===== src/design/srwf_pkg.sv =====
// package with types and constants of the replay window filter
`default_nettype none
package srwf_pkg;

	localparam int PEERS  = 8;
	localparam int WINDOW = 32;

	localparam int IDX_W = (PEERS > 1) ? $clog2(PEERS) : 1;
	localparam int CNT_W = $clog2(PEERS + 1);

	localparam int SRC_W  = 16;
	localparam int SEQ_W  = 8;
	localparam int TIME_W = 63;
	localparam int STAT_W = 32;

	localparam int S_TDATA_W = 88;
	localparam int M_TDATA_W = 136;

	typedef enum logic [1:0] {
		VERDICT_NEW     = 2'd0,
		VERDICT_DUP     = 2'd1,
		VERDICT_TOO_OLD = 2'd2
	} verdict_t;

	typedef enum logic [1:0] {
		ST_IDLE,
		ST_READ,
		ST_CHECK,
		ST_RESOLVE
	} state_t;

	typedef struct packed {
		logic [SRC_W-1:0]  src;
		logic [SEQ_W-1:0]  newest;
		logic [WINDOW-1:0] seen;
		logic [TIME_W-1:0] last_heard;
	} entry_t;

	typedef struct packed {
		logic             en;
		logic [IDX_W-1:0] addr;
		entry_t           data;
	} tbl_wr_t;

	typedef struct packed {
		logic     done;
		verdict_t verdict;
		logic     evicted;
	} result_t;

endpackage
`default_nettype wire


===== src/design/per_source_replay_window_filter_unit.sv =====
// top level of the per-source replay window filter
//
// one item in on s_*: tdata carries source_id, sequence_req and time_now;
// one verdict item out on m_* for every item taken, in the same order.
// the block holds a table of up to PEERS sources and walks it with a single
// compare unit: each entry passes a table read state, then a source match
// and least-recently-heard compare state; the walk ends at a match or at
// the end of the table, and the result is then written to the output
// register from the resolve state (an empty table goes straight there).
// s_tready returns once that result is written, so a new item is taken only
// after the last one is through; the registered table read port sets this pace.
// s_tready is high only between items.
// the result lands in an output register, so the next item is accepted
// while it waits; a stalled receiver holds m_tdata steady and the block
// stops before writing the next result until that register is taken.
// the four wrapping statistics counters ride along in every result.
// reset clears the fill count, the counters and the control state; table
// entries are written when a source claims them and need no clearing.
`default_nettype none
module per_source_replay_window_filter_unit
	import srwf_pkg::*;
(
	input  wire logic                 clk,
	input  wire logic                 arst_n,
	input  wire logic                 s_tvalid,
	output logic                      s_tready,
	// source_id[15:0], sequence_req[23:16], time_now[86:24], zero pad
	input  wire logic [S_TDATA_W-1:0] s_tdata,
	output logic                      m_tvalid,
	input  wire logic                 m_tready,
	// verdict[1:0], evicted[2], accepted_total[34:3], duplicate_total[66:35],
	// too_old_total[98:67], eviction_total[130:99], zero pad
	output logic [M_TDATA_W-1:0]      m_tdata
);

	logic [IDX_W-1:0] rd_addr;
	entry_t           rd_data;
	tbl_wr_t          wr;
	result_t          res;
	logic             out_free;

	logic [STAT_W-1:0] acc_q, dup_q, old_q, evc_q;
	logic [STAT_W-1:0] acc_d, dup_d, old_d, evc_d;

	assign out_free = !m_tvalid || m_tready;

	srwf_table u_table (
		.clk     (clk),
		.wr      (wr),
		.rd_addr (rd_addr),
		.rd_data (rd_data)
	);

	srwf_ctrl u_ctrl (
		.clk      (clk),
		.arst_n   (arst_n),
		.in_valid (s_tvalid),
		.in_ready (s_tready),
		.in_src   (s_tdata[15:0]),
		.in_seq   (s_tdata[23:16]),
		.in_time  (s_tdata[86:24]),
		.out_free (out_free),
		.rd_addr  (rd_addr),
		.rd_data  (rd_data),
		.wr       (wr),
		.res      (res)
	);

	// counter values after this item
	always_comb begin
		acc_d = acc_q + STAT_W'(res.verdict == VERDICT_NEW);
		dup_d = dup_q + STAT_W'(res.verdict == VERDICT_DUP);
		old_d = old_q + STAT_W'(res.verdict == VERDICT_TOO_OLD);
		evc_d = evc_q + STAT_W'(res.evicted);
	end

	// statistics counters
	always_ff @(posedge clk or negedge arst_n) begin
		if (!arst_n) begin
			acc_q <= '0;
			dup_q <= '0;
			old_q <= '0;
			evc_q <= '0;
		end else if (res.done) begin
			acc_q <= acc_d;
			dup_q <= dup_d;
			old_q <= old_d;
			evc_q <= evc_d;
		end
	end

	// output register valid
	always_ff @(posedge clk or negedge arst_n) begin
		if (!arst_n) begin
			m_tvalid <= 1'b0;
		end else if (res.done) begin
			m_tvalid <= 1'b1;
		end else if (m_tready) begin
			m_tvalid <= 1'b0;
		end
	end

	// output register payload
	always_ff @(posedge clk) begin
		if (res.done) begin
			m_tdata <= {5'b0, evc_d, old_d, dup_d, acc_d, res.evicted, res.verdict};
		end
	end

endmodule
`default_nettype wire


===== src/design/srwf_table.sv =====
// source table memory: one write port, one registered read port
`default_nettype none
module srwf_table
	import srwf_pkg::*;
(
	input  wire logic             clk,
	input  wire tbl_wr_t          wr,
	input  wire logic [IDX_W-1:0] rd_addr,
	output entry_t                rd_data
);

	entry_t mem [PEERS];

	// write port
	always_ff @(posedge clk) begin
		if (wr.en) begin
			mem[wr.addr] <= wr.data;
		end
	end

	// registered read port
	always_ff @(posedge clk) begin
		rd_data <= mem[rd_addr];
	end

endmodule
`default_nettype wire


===== src/design/srwf_ctrl.sv =====
// sequencer that walks the table with one shared compare unit and updates the window
`default_nettype none
module srwf_ctrl
	import srwf_pkg::*;
(
	input  wire logic              clk,
	input  wire logic              arst_n,
	input  wire logic              in_valid,
	output logic                   in_ready,
	input  wire logic [SRC_W-1:0]  in_src,
	input  wire logic [SEQ_W-1:0]  in_seq,
	input  wire logic [TIME_W-1:0] in_time,
	input  wire logic              out_free,
	output logic [IDX_W-1:0]       rd_addr,
	input  wire entry_t            rd_data,
	output tbl_wr_t                wr,
	output result_t                res
);

	localparam logic [WINDOW-1:0] BIT0     = WINDOW'(1);
	localparam logic [SEQ_W-1:0]  WIN_SEQ  = SEQ_W'(WINDOW);
	localparam logic [CNT_W-1:0]  FULL_CNT = CNT_W'(PEERS);

	state_t state_q, state_d;

	logic [CNT_W-1:0]  used_q;
	logic [IDX_W-1:0]  idx_q;
	logic [IDX_W-1:0]  slot_q;
	logic [IDX_W-1:0]  lru_q;
	logic [TIME_W-1:0] min_q;
	logic              hit_q;
	logic              evict_q;
	logic [SRC_W-1:0]  src_q;
	logic [SEQ_W-1:0]  seq_q;
	logic [TIME_W-1:0] now_q;
	logic [SEQ_W-1:0]  newest_q;
	logic [WINDOW-1:0] seen_q;

	logic              accept;
	logic              match;
	logic              older;
	logic              last_entry;
	logic              full;
	logic [IDX_W-1:0]  lru_sel;
	logic [SEQ_W-1:0]  diff;
	logic [SEQ_W-1:0]  age;
	logic              seen_bit;
	logic [WINDOW-1:0] seen_new;
	verdict_t          verdict;

	assign accept     = in_valid && in_ready;
	assign rd_addr    = idx_q;
	assign match      = (rd_data.src == src_q);
	assign older      = (rd_data.last_heard < min_q);
	assign last_entry = ((CNT_W'(idx_q) + CNT_W'(1)) == used_q);
	assign full       = (used_q == FULL_CNT);
	assign lru_sel    = ((idx_q == '0) || older) ? idx_q : lru_q;

	// window arithmetic on the hit entry
	always_comb begin
		diff     = seq_q - newest_q;
		age      = SEQ_W'(0) - diff;
		seen_bit = |(seen_q & (BIT0 << age));
		seen_new = seen_q;
		verdict  = VERDICT_NEW;
		if (diff != '0 && !diff[SEQ_W-1]) begin
			seen_new = (seen_q << diff) | BIT0;
		end else if (age >= WIN_SEQ) begin
			verdict = VERDICT_TOO_OLD;
		end else if (seen_bit) begin
			verdict = VERDICT_DUP;
		end else begin
			seen_new = seen_q | (BIT0 << age);
		end
	end

	// state register
	always_ff @(posedge clk or negedge arst_n) begin
		if (!arst_n) begin
			state_q <= ST_IDLE;
		end else begin
			state_q <= state_d;
		end
	end

	// next state and outputs
	always_comb begin
		state_d     = state_q;
		in_ready    = 1'b0;
		wr.en       = 1'b0;
		wr.addr     = slot_q;
		wr.data     = '{src: src_q, newest: seq_q, seen: BIT0, last_heard: now_q};
		res.done    = 1'b0;
		res.verdict = VERDICT_NEW;
		res.evicted = evict_q;
		case (state_q)
			ST_IDLE: begin
				in_ready = 1'b1;
				if (in_valid) begin
					state_d = (used_q == '0) ? ST_RESOLVE : ST_READ;
				end
			end
			ST_READ: begin
				state_d = ST_CHECK;
			end
			ST_CHECK: begin
				if (match || last_entry) begin
					state_d = ST_RESOLVE;
				end else begin
					state_d = ST_READ;
				end
			end
			ST_RESOLVE: begin
				if (out_free) begin
					wr.en    = 1'b1;
					res.done = 1'b1;
					if (hit_q) begin
						wr.data.newest = (verdict == VERDICT_NEW && seen_new[0]
							&& diff != '0 && !diff[SEQ_W-1]) ? seq_q : newest_q;
						wr.data.seen   = seen_new;
						res.verdict    = verdict;
					end
					state_d = ST_IDLE;
				end
			end
			default: begin
				state_d = ST_IDLE;
			end
		endcase
	end

	// fill count
	always_ff @(posedge clk or negedge arst_n) begin
		if (!arst_n) begin
			used_q <= '0;
		end else if (state_q == ST_RESOLVE && out_free && !hit_q && !full) begin
			used_q <= used_q + CNT_W'(1);
		end
	end

	// item capture and table walk
	always_ff @(posedge clk or negedge arst_n) begin
		if (!arst_n) begin
			idx_q   <= '0;
			hit_q   <= 1'b0;
			evict_q <= 1'b0;
		end else begin
			if (accept) begin
				idx_q   <= '0;
				hit_q   <= 1'b0;
				evict_q <= 1'b0;
			end else if (state_q == ST_CHECK) begin
				if (match) begin
					hit_q <= 1'b1;
				end else if (last_entry) begin
					evict_q <= full;
				end else begin
					idx_q <= idx_q + IDX_W'(1);
				end
			end
		end
	end

	// payload registers of the walk
	always_ff @(posedge clk) begin
		if (accept) begin
			src_q  <= in_src;
			seq_q  <= in_seq;
			now_q  <= in_time;
			slot_q <= '0;
		end else if (state_q == ST_CHECK) begin
			min_q <= older || (idx_q == '0) ? rd_data.last_heard : min_q;
			lru_q <= lru_sel;
			if (match) begin
				slot_q   <= idx_q;
				newest_q <= rd_data.newest;
				seen_q   <= rd_data.seen;
			end else if (last_entry) begin
				slot_q <= full ? lru_sel : used_q[IDX_W-1:0];
			end
		end
	end

endmodule
`default_nettype wire


===== config.mk =====
export PLATFORM = sky130hd
export DESIGN_NAME = per_source_replay_window_filter_unit
export DESIGN_NICKNAME = d
export VERILOG_FILES = /design/src/design/srwf_pkg.sv /design/src/design/per_source_replay_window_filter_unit.sv /design/src/design/srwf_table.sv /design/src/design/srwf_ctrl.sv
export SDC_FILE = /design/constraint.sdc
export NUM_CORES = 2
export LEC_CHECK = 0
export BUFFER_PORTS_ARGS = -buffer_cell sky130_fd_sc_hd__buf_2
export CAP_MARGIN = 40
export CORE_MARGIN = 2
export CORE_UTILIZATION = 52
export CTS_BUF_LIST = sky130_fd_sc_hd__clkbuf_4 sky130_fd_sc_hd__clkbuf_8 sky130_fd_sc_hd__clkbuf_16
export CTS_CLUSTER_DIAMETER = 150
export DETAILED_ROUTE_END_ITERATION = 8
export GPL_TIMING_DRIVEN = 0
export PLACE_DENSITY = 0.67
export SETUP_SLACK_MARGIN = 0.2
export SLEW_MARGIN = 10
export SYNTH_ARGS = -nofsm -noshare
export SYNTH_HDL_FRONTEND = slang
export SYNTH_SLANG_ARGS = --single-unit

===== constraint.sdc =====
create_clock -name clk -period 15.75 [get_ports clk]
set_input_delay 3.15 -clock clk [delete_from_list [all_inputs] [get_ports clk]]
set_output_delay 3.15 -clock clk [all_outputs]
set_load 0.03 [all_outputs]

==> impl_metrics.yaml <==
status:
  outcome: "complete, no violations"
routing:
  routed_wl_mm: 135.1
  vias: 32410
  firstDrtPassIters: 5
  routedWlPerCell_microns: 23.67
  drt-initial-drc-count: 2949
  viasPerCell: 5.681
  postRouteAntennaNets: 0
  drc: 0
clocking:
  htreeDepth: 4
  clk_latency_ns: 0.77
  cts_num_sinks: 1538
  clockBufferDepth: 3
  clock_tree.root_cell: "clkbuf_16"
  clkTransAtPathRegs_ns: 0.06
  holdBufCountCts: 0
  cts_buffers: 154
  cts_resized: 0
  post_cts_buffers: 0
  cts_tree: "yes"
logic_synthesis:
  synth_area_leaders: "edfxtp_1, mux4_2, dfrtp_1, dfxtp_1, mux2_2"
  yosys.area.top_type: "edfxtp_1"
  synth-seq-area-share: 0.7243
  synth.top_cell.area_share: 0.6270
  syn_area_per_cell_sq_um: 17.44
  yosysUniqueCellTypes: 77
  netlist_instances: 3504
  ys.flop_type: "edfxtp_1"
  synth-edff-count: 1276
  ys_async_sr_fraction: 0.09103
  synth_seq_cells: 1538
  syn_area_sq_mm: 0.06111
  yosysWarnings: 0
critical_path:
  path_buf_inv: 6
  cpMaxStageDelayCell: "nor3_1"
  end_kind: "flip-flop"
  r2r-start: "u_ctrl.seq_q[0]$_DFFE_PP_"
  critPathLaunch: "u_ctrl.seq_q[0]$_DFFE_PP_"
  path_max_fanout: 10
  worst_ep_arrival_time_ns: 9.04
  start_kind: "flip-flop"
  crit_type: "reg -> reg"
  critPathRequiredTime_ns: 16.41
  cpMostUsedCell: "ha_1"
  crit_family: "simple AND/OR/NAND/NOR gates"
  slowest_delay_ns: 0.64
sta:
  skew_ns: 0.03257
  rsz0062_at_grt: "false"
  finalSetupViolCount: 0
  fin_crit_sh: 0.5318
  min_period_ns: 8.376
  max_slew_margin: 0.3440
  max_freq_mhz: 119.4
  slew_violations: 0
  hold_viol: 0
  worstMarginPinSlew_ns: 0.9737
  fin_setup_tns_ns: 0
power_and_ir_drop:
  leakage_uw: 0.02572
  ir_drop_v: 0.0001106
  power_density_mw_per_mm2: 169.7
finish:
  final_common_cell: "edfxtp_1"
  final_cells: 5706
  area_growth_pct: 17.11
  layout-drive-gt1-share: 0.2589
  final_cell_mix: "edfxtp_1, mux4_2, buf_2"
  nNetsFinal: 4222
  fillers: 8485
  seqCellArea_sq_mm: 0.04426
  multi_input_area_sq_mm: 0.01602
  design_area_sq_mm: 0.07157
placed_design:
  hpwl_mm: 92.49
  io_buffers: 223
  place_area_sq_mm: 0.06617
  dp.cells: 5413
  gp_congestion: 0.9713
die:
  core_area_sq_mm: 0.1164
  die_h_microns: 346.8
  die_w_microns: 346.8
  die_area_sq_mm: 0.1203
  initial_core_util: 0.5252
  row_count: 125
  io_pins: 230
min_path:
  min_from: "u_table.rd_data[73]$_DFF_P_"
  hold_class: "reg -> reg"
grt:
  gr-total-overflow: 0
  grt_util_all_layers: 0.2266
  antenna_found_initial: 0
  grt_max_degree: 75
  grt_pass1_wl_mm: 205.2
  grt_pass1_vias: 33060
job:
  cap_violations: 0
==> worst paths after layout <==
kind                       slack [ns]  cells past startpoint                           to
setup / recovery                 7.37                     26        dup_q[26]$_DFFE_PN0P_
hold / removal                   0.40                      0  u_ctrl.seen_q[10]$_DFFE_PP_
setup reg to reg                 7.37                     26        dup_q[26]$_DFFE_PN0P_
hold reg to reg                  0.40                      0  u_ctrl.seen_q[10]$_DFFE_PP_
max in group asynchronous       12.59                      2        acc_q[15]$_DFFE_PN0P_
min in group asynchronous        2.34                      1        evc_q[22]$_DFFE_PN0P_
==> per-stage QoR <==
step	hold slack (ns)	total power, uW	setup slack [ns]	util
3_3_place_gp	0.3868	8371	-8.680	0.5514
5_1_grt	0.4032	12680	6.846	0.6150
3_5_place_dp	0.3895	8475	7.293	0.5687
4_1_cts	0.3994	12270	7.447	0.6150
2_1_floorplan	0.3855	7426	2.652	-
6_report	0.3989	12150	7.374	0.6151
==> registers in the layout, summed over array words and instances, names as in the netlist, 4 cells and up <==
| signal | flops |
|---|---|
| u_table.rd_data | 119 |
| acc_q | 32 |
| u_ctrl.seq_q | 8 |
| u_ctrl.newest_q | 8 |
| u_ctrl.src_q | 16 |
| u_ctrl.now_q | 63 |
| dup_q | 32 |
| m_tdata | 131 |
| u_ctrl.min_q | 63 |
| u_ctrl.used_q | 4 |
| evc_q | 32 |
| old_q | 32 |
| u_ctrl.seen_q | 32 |
| u_table.mem | 952 |
==> power breakdown <==
group          internal [uW]  switching [uW]
logic                   1290            1680
clock network           2230            1540
registers               5140             263
==> cell type report <==
cell class,instances,share of cell area
tap,1524,0.02664
antenna,2,0.00006993
sequential,1538,0.6184
clock buffer,215,0.06276
inverter,88,0.004615
multi-input combinational,1737,0.2238
clock inverter,75,0.01252
buffer,145,0.008269
timing repair buffer,382,0.04286
==> layer usage <==
metal,global-route usage,part of all wire,up-vias
met5,0,0,-
met4,0.07374,0.028,0
met3,0.03472,0.057,241
met2,0.3642,0.48,1028
met1,0.3210,0.44,16560
li1,-,-,14590
==> cells by family (layout without fill, tap and decap cells) <==
kind of cell	count (synthesis)	in the layout	synth area share
buf+inv	233	905	0.01499
flops	1538	1538	0.7243
simple gates	706	706	0.05325
fa+ha+maj	84	84	0.01732
xor+xnor	278	278	0.04088
compound gates	240	240	0.02567
other cells	1	7	0.00006136
mux	424	424	0.1236
==> synthesized netlist by cell type, drive strengths merged, types with 6 or more instances <==
master	instances
or3	11
o32a	7
nand2b	12
clkbuf	95
mux4	251
a211oi	18
buf	50
a21o	16
or2	8
ha	83
mux2i	42
o31a	6
edfxtp	1276
nor3	44
inv	88
and3	22
nand4	41
o22ai	11
xor2	148
a2111oi	6
and2	16
a31oi	14
dfxtp	122
nor2	191
o21a	6
dfrtp	140
mux2	131
nor4	12
a21oi	55
nor2b	8
nand3	92
o21ai	61
nand2	234
xnor2	129
No activity file was read; power rests on OpenSTA's default activity.
